`config.mk`:
```
export PLATFORM = sky130hd
export DESIGN_NAME = scanline_row_darkening
export DESIGN_NICKNAME = d
export VERILOG_FILES = /design/src/rtl/srd_pkg.sv /design/src/rtl/srd_div.sv /design/src/rtl/srd_fifo.sv /design/src/rtl/srd_front.sv /design/src/rtl/srd_back.sv /design/src/rtl/scanline_row_darkening.sv
export SDC_FILE = /design/constraint.sdc
export NUM_CORES = 2
export LEC_CHECK = 0
export BUFFER_PORTS_ARGS = -buffer_cell sky130_fd_sc_hd__buf_2
export CORE_MARGIN = 2
export CORE_UTILIZATION = 55
export DETAILED_ROUTE_END_ITERATION = 6
export PLACE_DENSITY = 0.72
export RECOVER_POWER = 50
export SLEW_MARGIN = 5
export SYNTH_ARGS = -nofsm -noshare
export SYNTH_HDL_FRONTEND = slang
export SYNTH_HIERARCHICAL = 1
export SYNTH_SLANG_ARGS = --single-unit
```
`constraint.sdc`:
```
create_clock -name clock -period 13.5 [get_ports clock]
set_input_delay 2.025 -clock clock [delete_from_list [all_inputs] [get_ports clock]]
set_output_delay 2.025 -clock clock [all_outputs]
set_load 0.02 [all_outputs]
```
`src/rtl/srd_pkg.sv`:
```
// ----------------------------------------------------------------------------
// srd_pkg: shared types and constants for scan-line row darkening
// Widths, register codes, reset values and the transaction structs.
// ----------------------------------------------------------------------------
package srd_pkg;

   localparam int ChanWidth     = 16;
   localparam int RowWidth      = 10;
   localparam int DarkWidth     = 16;
   localparam int GainWidth     = 17;
   localparam int GainFracBits  = 16;
   localparam int NumWidth      = DarkWidth + RowWidth;
   localparam int DenWidth      = RowWidth + 1;
   localparam int CsrIndexWidth = 2;
   localparam int CsrDataWidth  = 16;
   localparam int MaxInterval   = 1023;
   localparam int QueueDepthDefault = 2;

   localparam logic [GainWidth-1:0] GainUnity = GainWidth'(1 << GainFracBits);

   localparam logic [RowWidth-1:0]  IntervalReset = RowWidth'(2);
   localparam logic [RowWidth-1:0]  SmoothReset   = RowWidth'(0);
   localparam logic [DarkWidth-1:0] DarknessReset = DarkWidth'(32768);
   // a centre row always has gain one minus darkness
   localparam logic [GainWidth-1:0] GainReset = GainUnity - GainWidth'(DarknessReset);

   typedef enum logic [CsrIndexWidth-1:0] {
      CSR_LINE_INTERVAL = 2'd0,
      CSR_SMOOTH_ROWS   = 2'd1,
      CSR_DARKNESS      = 2'd2
   } csr_index_type;

   typedef struct packed {
      logic [RowWidth-1:0]  line_interval;
      logic [RowWidth-1:0]  smooth_rows;
      logic [DarkWidth-1:0] darkness;
   } srd_csr_type;

   localparam srd_csr_type CsrReset = '{
      line_interval: IntervalReset,
      smooth_rows:   SmoothReset,
      darkness:      DarknessReset
   };

   typedef struct packed {
      logic [ChanWidth-1:0] red_in;
      logic [ChanWidth-1:0] green_in;
      logic [ChanWidth-1:0] blue_in;
      logic                 frame_start;
      logic                 line_end;
   } srd_req_type;

   typedef struct packed {
      logic [ChanWidth-1:0] red_out;
      logic [ChanWidth-1:0] green_out;
      logic [ChanWidth-1:0] blue_out;
      logic                 line_last;
   } srd_rsp_type;

   // pixel with the gain of its row, queued between front and back
   typedef struct packed {
      logic [ChanWidth-1:0] red;
      logic [ChanWidth-1:0] green;
      logic [ChanWidth-1:0] blue;
      logic                 line_last;
      logic [GainWidth-1:0] gain;
   } srd_item_type;

   typedef struct packed {
      logic                start;
      logic [NumWidth-1:0] num;
      logic [DenWidth-1:0] den;
   } srd_div_req_type;

   typedef struct packed {
      logic                done;
      logic [NumWidth-1:0] quot;
   } srd_div_rsp_type;

   typedef struct packed {
      logic idle;
      logic dividing;
   } srd_front_status_type;

endpackage

```
`src/rtl/srd_div.sv`:
```
// ----------------------------------------------------------------------------
// srd_div: iterative unsigned divider
// Restoring division, one quotient bit per cycle, done pulses when finished.
// ----------------------------------------------------------------------------
module srd_div (
   input  logic                    clock,
   input  logic                    reset,
   input  srd_pkg::srd_div_req_type div_req,
   output srd_pkg::srd_div_rsp_type div_rsp
);
   import srd_pkg::*;

   localparam int CountWidth = $clog2(NumWidth);
   localparam logic [CountWidth-1:0] CountLast = CountWidth'(NumWidth - 1);

   logic                  busy_ff, busy_in;
   logic                  done_ff, done_in;
   logic [CountWidth-1:0] count_ff, count_in;
   logic [NumWidth-1:0]   work_ff, work_in;
   logic [DenWidth-1:0]   rem_ff, rem_in;
   logic [DenWidth-1:0]   den_ff, den_in;
   logic [DenWidth:0]     trial;
   logic [DenWidth:0]     diff;
   logic                  fits;

   assign trial = {rem_ff, work_ff[NumWidth-1]};
   assign diff  = trial - {1'b0, den_ff};
   assign fits  = (trial >= {1'b0, den_ff});

   always_comb begin
      busy_in  = busy_ff;
      done_in  = 1'b0;
      count_in = count_ff;
      work_in  = work_ff;
      rem_in   = rem_ff;
      den_in   = den_ff;
      if (div_req.start) begin
         busy_in  = 1'b1;
         count_in = '0;
         work_in  = div_req.num;
         rem_in   = '0;
         den_in   = div_req.den;
      end else if (busy_ff) begin
         // shift in the next dividend bit, shift out one quotient bit
         rem_in   = fits ? diff[DenWidth-1:0] : trial[DenWidth-1:0];
         work_in  = {work_ff[NumWidth-2:0], fits};
         count_in = count_ff + 1'b1;
         if (count_ff == CountLast) begin
            busy_in = 1'b0;
            done_in = 1'b1;
         end
      end
   end

   always_ff @(posedge clock) begin
      if (reset) begin
         busy_ff  <= 1'b0;
         done_ff  <= 1'b0;
         count_ff <= '0;
      end else begin
         busy_ff  <= busy_in;
         done_ff  <= done_in;
         count_ff <= count_in;
      end
   end

   always_ff @(posedge clock) begin
      work_ff <= work_in;
      rem_ff  <= rem_in;
      den_ff  <= den_in;
   end

   assign div_rsp.done = done_ff;
   assign div_rsp.quot = work_ff;

endmodule

```
`src/rtl/srd_fifo.sv`:
```
// ----------------------------------------------------------------------------
// srd_fifo: short queue between front and back
// Register slots with wrap-around pointers and an occupancy count.
// ----------------------------------------------------------------------------
module srd_fifo #(
   parameter int DEPTH = srd_pkg::QueueDepthDefault
) (
   input  logic                         clock,
   input  logic                         reset,
   input  logic                         push,
   input  srd_pkg::srd_item_type        push_data,
   input  logic                         pop,
   output logic                         valid,
   output srd_pkg::srd_item_type        pop_data,
   output logic                         full,
   output logic [$clog2(DEPTH+1)-1:0]   count
);
   import srd_pkg::*;

   localparam int PtrWidth = (DEPTH > 1) ? $clog2(DEPTH) : 1;
   localparam int CntWidth = $clog2(DEPTH + 1);
   localparam logic [PtrWidth-1:0] PtrLast = PtrWidth'(DEPTH - 1);
   localparam logic [CntWidth-1:0] CntFull = CntWidth'(DEPTH);

   srd_item_type        slot_ff [DEPTH];
   logic [PtrWidth-1:0] wr_ptr_ff, wr_ptr_in;
   logic [PtrWidth-1:0] rd_ptr_ff, rd_ptr_in;
   logic [CntWidth-1:0] count_ff, count_in;
   logic                do_push;
   logic                do_pop;

   assign full     = (count_ff == CntFull);
   assign valid    = (count_ff != '0);
   assign count    = count_ff;
   assign do_push  = push && !full;
   assign do_pop   = pop && valid;
   assign pop_data = slot_ff[rd_ptr_ff];

   always_comb begin
      wr_ptr_in = wr_ptr_ff;
      rd_ptr_in = rd_ptr_ff;
      count_in  = count_ff;
      if (do_push) begin
         wr_ptr_in = (wr_ptr_ff == PtrLast) ? '0 : wr_ptr_ff + 1'b1;
      end
      if (do_pop) begin
         rd_ptr_in = (rd_ptr_ff == PtrLast) ? '0 : rd_ptr_ff + 1'b1;
      end
      if (do_push && !do_pop) begin
         count_in = count_ff + 1'b1;
      end else if (do_pop && !do_push) begin
         count_in = count_ff - 1'b1;
      end
   end

   always_ff @(posedge clock) begin
      if (reset) begin
         wr_ptr_ff <= '0;
         rd_ptr_ff <= '0;
         count_ff  <= '0;
      end else begin
         wr_ptr_ff <= wr_ptr_in;
         rd_ptr_ff <= rd_ptr_in;
         count_ff  <= count_in;
      end
   end

   always_ff @(posedge clock) begin
      if (do_push) begin
         slot_ff[wr_ptr_ff] <= push_data;
      end
   end

endmodule

```
`src/rtl/srd_front.sv`:
```
// ----------------------------------------------------------------------------
// srd_front: row tracking and gain selection
// Accepts pixels, tags each with its row gain and works out the next row's
// gain after a line end, using the divider for graded rows.
// ----------------------------------------------------------------------------
module srd_front (
   input  logic                          clock,
   input  logic                          reset,
   input  logic                          req_valid,
   output logic                          req_stall,
   input  srd_pkg::srd_req_type          req_data,
   input  srd_pkg::srd_csr_type          csr,
   input  logic                          queue_full,
   output logic                          push,
   output srd_pkg::srd_item_type         push_data,
   output srd_pkg::srd_div_req_type      div_req,
   input  srd_pkg::srd_div_rsp_type      div_rsp,
   output srd_pkg::srd_front_status_type status
);
   import srd_pkg::*;

   typedef enum logic [2:0] {
      ST_IDLE = 3'b001,
      ST_CALC = 3'b010,
      ST_DIV  = 3'b100
   } front_state_type;

   front_state_type      state_ff, state_in;
   logic [RowWidth-1:0]  row_phase_ff, row_phase_in;
   logic [GainWidth-1:0] row_gain_ff, row_gain_in;
   logic [RowWidth-1:0]  snap_iv_ff, snap_iv_in;
   logic [RowWidth-1:0]  snap_smooth_ff, snap_smooth_in;
   logic [DarkWidth-1:0] snap_dark_ff, snap_dark_in;

   logic                 accept;
   logic [RowWidth-1:0]  eff_iv;
   logic [GainWidth-1:0] center_gain;
   logic [RowWidth-1:0]  base_phase;
   logic [RowWidth-1:0]  next_raw;
   logic [RowWidth-1:0]  next_phase;
   logic [RowWidth-1:0]  up_dist;
   logic [RowWidth-1:0]  row_dist;
   logic [RowWidth-1:0]  weight;
   logic                 graded;

   assign req_stall = (state_ff != ST_IDLE) || queue_full;
   assign accept    = req_valid && !req_stall;

   // clamp the interval to one at the low end and the maximum at the top
   always_comb begin
      if (csr.line_interval == '0) begin
         eff_iv = RowWidth'(1);
      end else if (int'(csr.line_interval) > MaxInterval) begin
         eff_iv = RowWidth'(MaxInterval);
      end else begin
         eff_iv = csr.line_interval;
      end
   end

   assign center_gain = GainUnity - GainWidth'(csr.darkness);
   assign base_phase  = req_data.frame_start ? '0 : row_phase_ff;
   assign next_raw    = base_phase + 1'b1;
   assign next_phase  = (next_raw >= eff_iv) ? '0 : next_raw;

   assign push                = accept;
   assign push_data.red       = req_data.red_in;
   assign push_data.green     = req_data.green_in;
   assign push_data.blue      = req_data.blue_in;
   assign push_data.line_last = req_data.line_end;
   assign push_data.gain      = req_data.frame_start ? center_gain : row_gain_ff;

   // distance to the nearest centre, above or below
   assign up_dist  = snap_iv_ff - row_phase_ff;
   assign row_dist = (up_dist < row_phase_ff) ? up_dist : row_phase_ff;
   assign weight   = snap_smooth_ff - row_dist + 1'b1;
   assign graded   = (row_dist != '0) && (row_dist <= snap_smooth_ff);

   assign div_req.start = (state_ff == ST_CALC) && graded;
   assign div_req.num   = NumWidth'(snap_dark_ff) * NumWidth'(weight);
   assign div_req.den   = {1'b0, snap_smooth_ff} + 1'b1;

   assign status.idle     = (state_ff == ST_IDLE);
   assign status.dividing = (state_ff == ST_DIV);

   always_comb begin
      state_in       = state_ff;
      row_phase_in   = row_phase_ff;
      row_gain_in    = row_gain_ff;
      snap_iv_in     = snap_iv_ff;
      snap_smooth_in = snap_smooth_ff;
      snap_dark_in   = snap_dark_ff;
      case (state_ff)
         ST_IDLE: begin
            if (accept) begin
               if (req_data.frame_start) begin
                  row_phase_in = '0;
                  row_gain_in  = center_gain;
               end
               if (req_data.line_end) begin
                  // hold the registers so a later write hits the next row only
                  row_phase_in   = next_phase;
                  snap_iv_in     = eff_iv;
                  snap_smooth_in = csr.smooth_rows;
                  snap_dark_in   = csr.darkness;
                  state_in       = ST_CALC;
               end
            end
         end
         ST_CALC: begin
            if (row_dist == '0) begin
               row_gain_in = GainUnity - GainWidth'(snap_dark_ff);
               state_in    = ST_IDLE;
            end else if (!graded) begin
               row_gain_in = GainUnity;
               state_in    = ST_IDLE;
            end else begin
               state_in = ST_DIV;
            end
         end
         ST_DIV: begin
            if (div_rsp.done) begin
               row_gain_in = GainUnity - GainWidth'(div_rsp.quot);
               state_in    = ST_IDLE;
            end
         end
         default: begin
            state_in = ST_IDLE;
         end
      endcase
   end

   always_ff @(posedge clock) begin
      if (reset) begin
         state_ff     <= ST_IDLE;
         row_phase_ff <= '0;
         row_gain_ff  <= GainReset;
      end else begin
         state_ff     <= state_in;
         row_phase_ff <= row_phase_in;
         row_gain_ff  <= row_gain_in;
      end
   end

   always_ff @(posedge clock) begin
      snap_iv_ff     <= snap_iv_in;
      snap_smooth_ff <= snap_smooth_in;
      snap_dark_ff   <= snap_dark_in;
   end

endmodule

```
`src/rtl/srd_back.sv`:
```
// ----------------------------------------------------------------------------
// srd_back: channel scaling and result register
// Multiplies each channel by its row gain and holds the result transaction.
// ----------------------------------------------------------------------------
module srd_back (
   input  logic                  clock,
   input  logic                  reset,
   input  logic                  item_valid,
   input  srd_pkg::srd_item_type item,
   output logic                  pop,
   output logic                  rsp_valid,
   input  logic                  rsp_stall,
   output srd_pkg::srd_rsp_type  rsp_data
);
   import srd_pkg::*;

   localparam int ProdWidth = ChanWidth + GainWidth;

   logic                 rsp_valid_ff, rsp_valid_in;
   srd_rsp_type          rsp_data_ff, rsp_data_in;
   logic                 load;
   logic [ProdWidth-1:0] red_prod;
   logic [ProdWidth-1:0] green_prod;
   logic [ProdWidth-1:0] blue_prod;

   assign load = item_valid && (!rsp_valid_ff || !rsp_stall);
   assign pop  = load;

   assign red_prod   = ProdWidth'(item.red) * ProdWidth'(item.gain);
   assign green_prod = ProdWidth'(item.green) * ProdWidth'(item.gain);
   assign blue_prod  = ProdWidth'(item.blue) * ProdWidth'(item.gain);

   always_comb begin
      rsp_valid_in = load || (rsp_valid_ff && rsp_stall);
      rsp_data_in  = rsp_data_ff;
      if (load) begin
         rsp_data_in.red_out   = red_prod[GainFracBits +: ChanWidth];
         rsp_data_in.green_out = green_prod[GainFracBits +: ChanWidth];
         rsp_data_in.blue_out  = blue_prod[GainFracBits +: ChanWidth];
         rsp_data_in.line_last = item.line_last;
      end
   end

   always_ff @(posedge clock) begin
      if (reset) begin
         rsp_valid_ff <= 1'b0;
      end else begin
         rsp_valid_ff <= rsp_valid_in;
      end
   end

   always_ff @(posedge clock) begin
      rsp_data_ff <= rsp_data_in;
   end

   assign rsp_valid = rsp_valid_ff;
   assign rsp_data  = rsp_data_ff;

endmodule

```
`src/rtl/scanline_row_darkening.sv`:
```
// ----------------------------------------------------------------------------
// scanline_row_darkening: CRT scan-line darkening on a raster pixel stream
// Path: an accepted pixel is written into a queue slot, then scaled into the
// result register. Throughput: 1 pixel per cycle within a row while the queue
// is not full; after a line_end pixel the front holds stall in its calc state,
// and also while the one-bit-per-cycle divider runs when the next row is graded.
// Reset: synchronous; registers return to interval 2, smoothing 0, darkness
// one half, row phase 0, and the queue and output register are emptied.
// ----------------------------------------------------------------------------
module scanline_row_darkening #(
   parameter int QUEUE_DEPTH = srd_pkg::QueueDepthDefault
) (
   input  logic                               clock,
   input  logic                               reset,
   input  logic                               req_valid,
   output logic                               req_stall,
   input  srd_pkg::srd_req_type               req_data,
   output logic                               rsp_valid,
   input  logic                               rsp_stall,
   output srd_pkg::srd_rsp_type               rsp_data,
   input  logic                               csr_write_en,
   input  logic [srd_pkg::CsrIndexWidth-1:0]  csr_index,
   input  logic [srd_pkg::CsrDataWidth-1:0]   csr_wdata
);
   import srd_pkg::*;

   srd_csr_type                      csr_ff, csr_in;
   logic                             queue_push;
   srd_item_type                     queue_push_data;
   logic                             queue_pop;
   logic                             queue_valid;
   srd_item_type                     queue_pop_data;
   logic                             queue_full;
   logic [$clog2(QUEUE_DEPTH+1)-1:0] queue_count;
   srd_div_req_type                  div_req;
   srd_div_rsp_type                  div_rsp;
   srd_front_status_type             front_status;

   always_comb begin
      csr_in = csr_ff;
      if (csr_write_en) begin
         case (csr_index_type'(csr_index))
            CSR_LINE_INTERVAL: csr_in.line_interval = csr_wdata[RowWidth-1:0];
            CSR_SMOOTH_ROWS:   csr_in.smooth_rows   = csr_wdata[RowWidth-1:0];
            CSR_DARKNESS:      csr_in.darkness      = csr_wdata[DarkWidth-1:0];
            default: begin
               // unmapped index: drop the write
            end
         endcase
      end
   end

   always_ff @(posedge clock) begin
      if (reset) begin
         csr_ff <= CsrReset;
      end else begin
         csr_ff <= csr_in;
      end
   end

   srd_front u_front (
      .clock      (clock),
      .reset      (reset),
      .req_valid  (req_valid),
      .req_stall  (req_stall),
      .req_data   (req_data),
      .csr        (csr_ff),
      .queue_full (queue_full),
      .push       (queue_push),
      .push_data  (queue_push_data),
      .div_req    (div_req),
      .div_rsp    (div_rsp),
      .status     (front_status)
   );

   srd_div u_div (
      .clock   (clock),
      .reset   (reset),
      .div_req (div_req),
      .div_rsp (div_rsp)
   );

   srd_fifo #(
      .DEPTH (QUEUE_DEPTH)
   ) u_fifo (
      .clock     (clock),
      .reset     (reset),
      .push      (queue_push),
      .push_data (queue_push_data),
      .pop       (queue_pop),
      .valid     (queue_valid),
      .pop_data  (queue_pop_data),
      .full      (queue_full),
      .count     (queue_count)
   );

   srd_back u_back (
      .clock      (clock),
      .reset      (reset),
      .item_valid (queue_valid),
      .item       (queue_pop_data),
      .pop        (queue_pop),
      .rsp_valid  (rsp_valid),
      .rsp_stall  (rsp_stall),
      .rsp_data   (rsp_data)
   );

   // the front must refuse pixels while the next row's gain is pending
   a_busy_stalls: assert property (@(posedge clock) disable iff (reset)
      !front_status.idle |-> req_stall)
      else $error("pixel could be accepted while row gain is pending");

   a_div_owner: assert property (@(posedge clock) disable iff (reset)
      div_rsp.done |-> front_status.dividing)
      else $error("divider finished while front was not waiting for it");

   a_no_overflow: assert property (@(posedge clock) disable iff (reset)
      queue_push |-> !queue_full)
      else $error("push into a full queue");

   a_count_bound: assert property (@(posedge clock) disable iff (reset)
      int'(queue_count) <= QUEUE_DEPTH)
      else $error("queue count beyond depth");

endmodule

```
======== Word-level counts from Yosys, hierarchy flattened ========
Memories as Yosys holds them, arrays and structs flattened. A register that Yosys moved wholly into a read port is not among the register bits.
Index checks and enable logic that the tools add are counted.
operators by class
  add/sub/neg operators ................... 14
  multipliers ............................. 4
  magnitude comparators ................... 4
  equality and inequality tests ........... 12
  mux-type cells .......................... 32
  bitwise logic cells ..................... 1
  reductions and logical operators ........ 35
operators by type and width
  operator                                                               number
  16-bit by 17-bit multiplier with 32-bit output                         3
  17-bit 2-to-1 mux                                                      5
  26-bit 2-to-1 mux                                                      2
  17-bit case mux with 3 select lines                                    1
  10-bit 2-to-1 mux                                                      5
  17-bit by 16-bit subtractor with 17-bit output (first input constant)  2
  16-bit by 10-bit multiplier with 26-bit output                         1
  10-bit by 1-bit adder with 10-bit output (second input constant)       2
  10-bit zero test                                                       2
  10-bit subtractor                                                      2
  17-bit subtractor (first input constant)                               1
  3-bit 2-to-1 mux                                                       5
  12-bit by 11-bit greater-or-equal comparator with 1-bit output         1
  10-bit by 1-bit adder with 11-bit output (second input constant)       1
  11-bit 2-to-1 mux                                                      1
  11-bit subtractor                                                      1
  10-bit greater-or-equal comparator                                     1
  10-bit less-or-equal comparator                                        1
  10-bit < comparator                                                    1
  1-bit 2-to-1 mux                                                       10
  10-bit nonzero test                                                    1
  1-bit logical AND                                                      9
  3-bit case mux with 3 select lines                                     1
  2-bit AND reduction                                                    4
  25 further kinds                                                       39
word-level totals
  register bits after elaboration ......... 211
  bits in writable memories ............... 132
  input port bits ......................... 73
  output and inout port bits .............. 51
  memories kept ........................... 1
memories
  memory          words  width  read ports  clocked after Yosys merged registers in  write ports  line            source
  u_fifo.slot_ff  2      66     1           1                                        1            srd_fifo.sv:25  srd_item_type slot_ff [DEPTH];

======== Depth between registers and ports, before layout ========
  depth in word-level cells ............... 9
  mapped depth ............................ 47

======== Modules after synthesis ========
Netlist, hierarchy kept.
modules (own cells, without submodules)
  module                  instances  cells each  area each (µm²)
  srd_back                1          2,911       26,635.5
  srd_front               1          1,341       11,541.1
  srd_fifo                1          230         4,989.8
  srd_div                 1          236         2,807.7
  scanline_row_darkening  1          140         1,503.9

======== Worst setup path after synthesis ========
No wires, ideal clock.
  path kind ............................... register -> register
  start ................................... register u_front.row_phase_ff[4]
  end ..................................... register u_div.work_ff[19], data pin
  library setup time ...................... 260 ps
  data arrival time ....................... 10,427 ps
  required time ........................... 13,240 ps
  setup slack ............................. 2,813 ps
  stages on the path, launching flop included .. 47
  path buffers ............................ 3
  cells stage by stage .................... dfxtp_1 -> inv_1 -> ha_1 -> buf_2 -> a2111oi_4 -> inv_2 -> o2111a_1 -> a311oi_2 -> xnor2_1 -> ha_1 -> a21oi_1 -> o21ai_0 -> a21oi_2 -> clkbuf_1 -> nand2_1 -> o21ai_0 -> ha_1 -> inv_1 -> (+11 left out) -> fa_1 -> fa_1 -> inv_1 -> fa_1 -> fa_1 -> inv_1 -> fa_1 -> inv_1 -> ha_1 -> and2_1 -> and3_1 -> a2111oi_0 -> o21ai_0 -> a31o_2 -> a21o_1 -> a21oi_1 -> xnor2_1 -> mux2_2
RTL lines
  item                      line              source
  start: declaration        srd_front.sv:29   logic [RowWidth-1:0] row_phase_ff, row_phase_in;
  start signal: assignment  srd_front.sv:139  row_phase_ff <= row_phase_in;
  end signal: assignment    srd_div.sv:68     work_ff <= work_in;
  end: declaration          srd_div.sv:19     logic [NumWidth-1:0] work_ff, work_in;

==> impl_summary.txt <==
----------------------------------------------------
[Critical path]
  Arrival time at the worst endpoint ... ~12000 ps
  CP max stage cell ... a2111oi_0
  Beginning of the critical path ... u_front/row_phase_ff[4]
  Launching element type of the critical path ... flip-flop
  R2R cell count ... between 40 and 50
  Max Fanout on Critical Path ... 19
  Flop-to-flop setup slack ... 1570 ps
  Gate family responsible for the most delay along the worst path ... compound AO/OA/AOI/OAI gates
  Maximum single-stage delay on the critical path ... 680 ps
  Logic depth of the worst setup path including buffers ... 43
  RR Startpoint ... u_front/row_phase_ff[4]
  Critical Path Sink Type ... flip-flop
  CP Data Required Time ... 13850 ps
  CP Class ... flip-flop to flip-flop
  Count of buffering cells on the critical path with inverters included ... 7
  Reg-to-reg critical path endpoint ... u_div/work_ff[19]
  Last element of the critical path ... u_div/work_ff[19]

[Drt]
  Routed len/inst ... 18.7 um
  Detailed-routing iteration count for the pre-antenna-repair pass ... 5
  Number of vias in the routed layout ... 33006
  Final wirelength ... 111000 um
  Violation count after the first detailed-routing iteration ... 1973
  Antenna Nets Post-Route ... 0
  Number of vias per cell ... 5.53
  DRC errors left ... 0

[Place]
  Final HPWL from detailed placement ... between 80000 and 90000 um
  Routability cong. ... 0.897
  Cell Area, Placed ... ~49000 sq um
  Number of buffers inserted by port buffering ... 123

[Floorplanning]
  X dimension of the die ... 298 um
  Core region area ... 85400 sq um
  Number of top-level pins ... 124
  Vertical extent of the die ... roughly 300 um
  Initial Util ... 55.6%
  Full die area ... 88700 sq um
  # rows ... between 100 and 150

[Global routing]
  Pin count of the biggest net entering global routing ... 72
  Most used routing layer ... met2
  Global-route wire length before repair ... 184000 um
  Met3 demand-to-capacity share in global routing ... ~3.7%
  Global-route track usage on met1 ... between 30% and 40%
  Vias in the first global route ... 35297
  Global routing usage summed across all routing layers ... 25.8%
  Met2 Use GR ... 44.1%
  Antenna violations before repair ... 3
  Total gr overflow ... 0

[Clock tree]
  Post-CTS resize count ... 0
  Cell chosen for the clock root ... clkbuf_16
  TritonCTS clock tree ... built
  Number of buffers inserted for hold repair after clock tree synthesis ... 0
  Clock sink total ... 344
  Clock latency on the worst-skew pair ... 620 ps
  Clock transition at the registers of the reported paths ... approximately 60 ps
  Maximum level of the CTS H-tree ... 2
  # Post-CTS Setup Buffers ... 0
  CTS Buf Count ... 42
  CTS Buffer Depth ... 3

[Synthesis]
  Top flip-flop cell by instance count after synthesis ... edfxtp_1
  Synthesized instance count ... 4858
  Post-synth EDFFs ... ~250
  Post-synthesis average cell area ... 9.77 sq um
  Synthesized net count ... between 6000 and 7000
  Number of flip-flops and latches in the synthesized netlist ... 344
  Synthesized cell area ... 47500 sq um
  Share of synthesized registers carrying an async set or reset ... 0%
  Sequential area share after synthesis ... 19.9%
  Yosys warns ... 6
  Number of unique standard cell types used by synthesis ... 100

[STA]
  Final worst path period need ... 11930 ps
  Fraction of the cycle the final worst path needs ... 88.4%
  Slew Viols, Final ... approximately 210
  Worst Tran Pin Value ... 3630 ps
  Maximum operating frequency ... 83.8 MHz
  Fin Clk Skew ... ~54 ps
  Unrepaired setup endpoints after global routing ... no
  Headroom to the max-slew limit ... -142%
  Final Hold Viols ... 0
  Sum Neg Setup Slack ... 0 ps
  Finish-stage setup viols ... 0

[Layout]
  Net count, final ... between 6000 and 7000
  Final core utilization ... between 50% and 60%
  Post-route cell area ... approximately 50000 sq um
  Fraction of layout instances using a drive strength above 1 ... 5.97%
  Filler instances ... 7434
  Number of antenna repair diodes ... 0
  Register area ... 9430 sq um
  Area growth, synth to finish ... 4.77%
  Area of combinational cells with multiple inputs ... 33200 sq um

[Min path]
  Hold Path Class ... flip-flop to flip-flop

[Status]
  Run status ... complete, but fails checks
  Violations in the final reports ... capacitance limit, slew limit

[Job]
  Max-cap viol count ... 5

----------------------------------------------------
[state kept, by name (all words and copies together) (netlist names), 2 cells and up, named ones only]
name                    count
u_div/work_ff              26
u_front/snap_iv_ff         10
u_front/row_gain_ff        17
u_div/den_ff               11
u_back/rsp_data            49
u_front/snap_dark_ff       16
csr_ff                     36
u_fifo/slot_ff            132
u_front/snap_smooth_ff     10
u_front/row_phase_ff       10
u_div/rem_ff               11
u_front/state_ff            3
u_div/count_ff              5
u_fifo/count                2
[how the worst min path moves through the flow]
stage / start / endpoint / cells after the start
6_report: csr_ff[17] / u_front/snap_smooth_ff[1] / 0
3_3_place_gp: csr_ff[18] / u_front/snap_smooth_ff[2] / 0
2_1_floorplan: csr_ff[16] / u_front/snap_smooth_ff[0] / 0
4_1_cts: csr_ff[17] / u_front/snap_smooth_ff[1] / 0
5_1_grt: csr_ff[23] / u_front/snap_smooth_ff[7] / 0
3_5_place_dp: csr_ff[25] / u_front/snap_smooth_ff[9] / 0
[logic make-up after synthesis]
family | after synthesis | synth area share [%]
fa+ha+maj | 1159 | 42.1
mux | 157 | 3.60
simple gates | 1437 | 15.4
buf+inv | 1208 | 10.1
xor+xnor | 170 | 3.14
flops | 344 | 19.9
compound gates | 383 | 5.76
[cells in the final DEF (no fill, tap or decap), types with 10 or more instances in the layout]
master,instances
a211oi_1,19
a21o_1,41
a21oi_1,88
a31oi_1,18
and2_1,469
and3_1,12
buf_2,48
buf_4,30
clkbuf_1,89
clkbuf_16,43
dfxtp_1,90
edfxtp_1,254
fa_1,732
ha_1,427
inv_1,933
mux2_1,16
mux2_2,92
mux2i_1,49
nand2_1,553
nand2b_1,82
nand3_1,45
nand4_1,17
nor2_1,112
nor2b_1,24
nor3_1,44
nor4_1,21
o211ai_1,11
o21a_1,16
o21ai_0,67
o21bai_1,10
o31a_1,10
xnor2_1,121
xor2_1,49
[through the flow]
step,std cells,worst slack (ps),hold slack (ps)
global route,5966,827,433
floorplan,4858,2810,409
global placement,5888,1900,416
finish,5966,1570,421
CTS,5966,1710,424
detailed placement,5888,1760,415
[cell usage after synthesis (all sizes together), types with 45 or more instances]
library cell,number,area [sq um]
inv,936,3510
mux2,108,1220
a21oi,92,475
and2,472,2960
ha,427,5340
fa,732,14700
xnor2,121,1060
o21ai,75,379
buf,72,537
nand3,45,225
xor2,49,429
edfxtp,254,7630
nand2,554,2080
clkbuf,198,746
mux2i,49,490
nand2b,82,513
nor2,112,420
dfxtp,90,1800
[per-layer routing]
layer	vias to the layer above	share of wire, %
li1	15007	-
met1	16799	42
met2	995	49
met3	201	6.2
met4	4	2.8
met5	-	0.022
[area by class of cell]
type,instances,share of cell area [%]
well taps,1144,2.88
inverters,938,7.08
clock inverters,19,0.352
flip-flops and latches,344,19.0
multi-input cells,3306,66.8
repair buffers,156,1.52
clock buffers,59,2.38
Power is not shown: default switching activity piles up to over one toggle a cycle in this logic, so the estimate is an artifact.
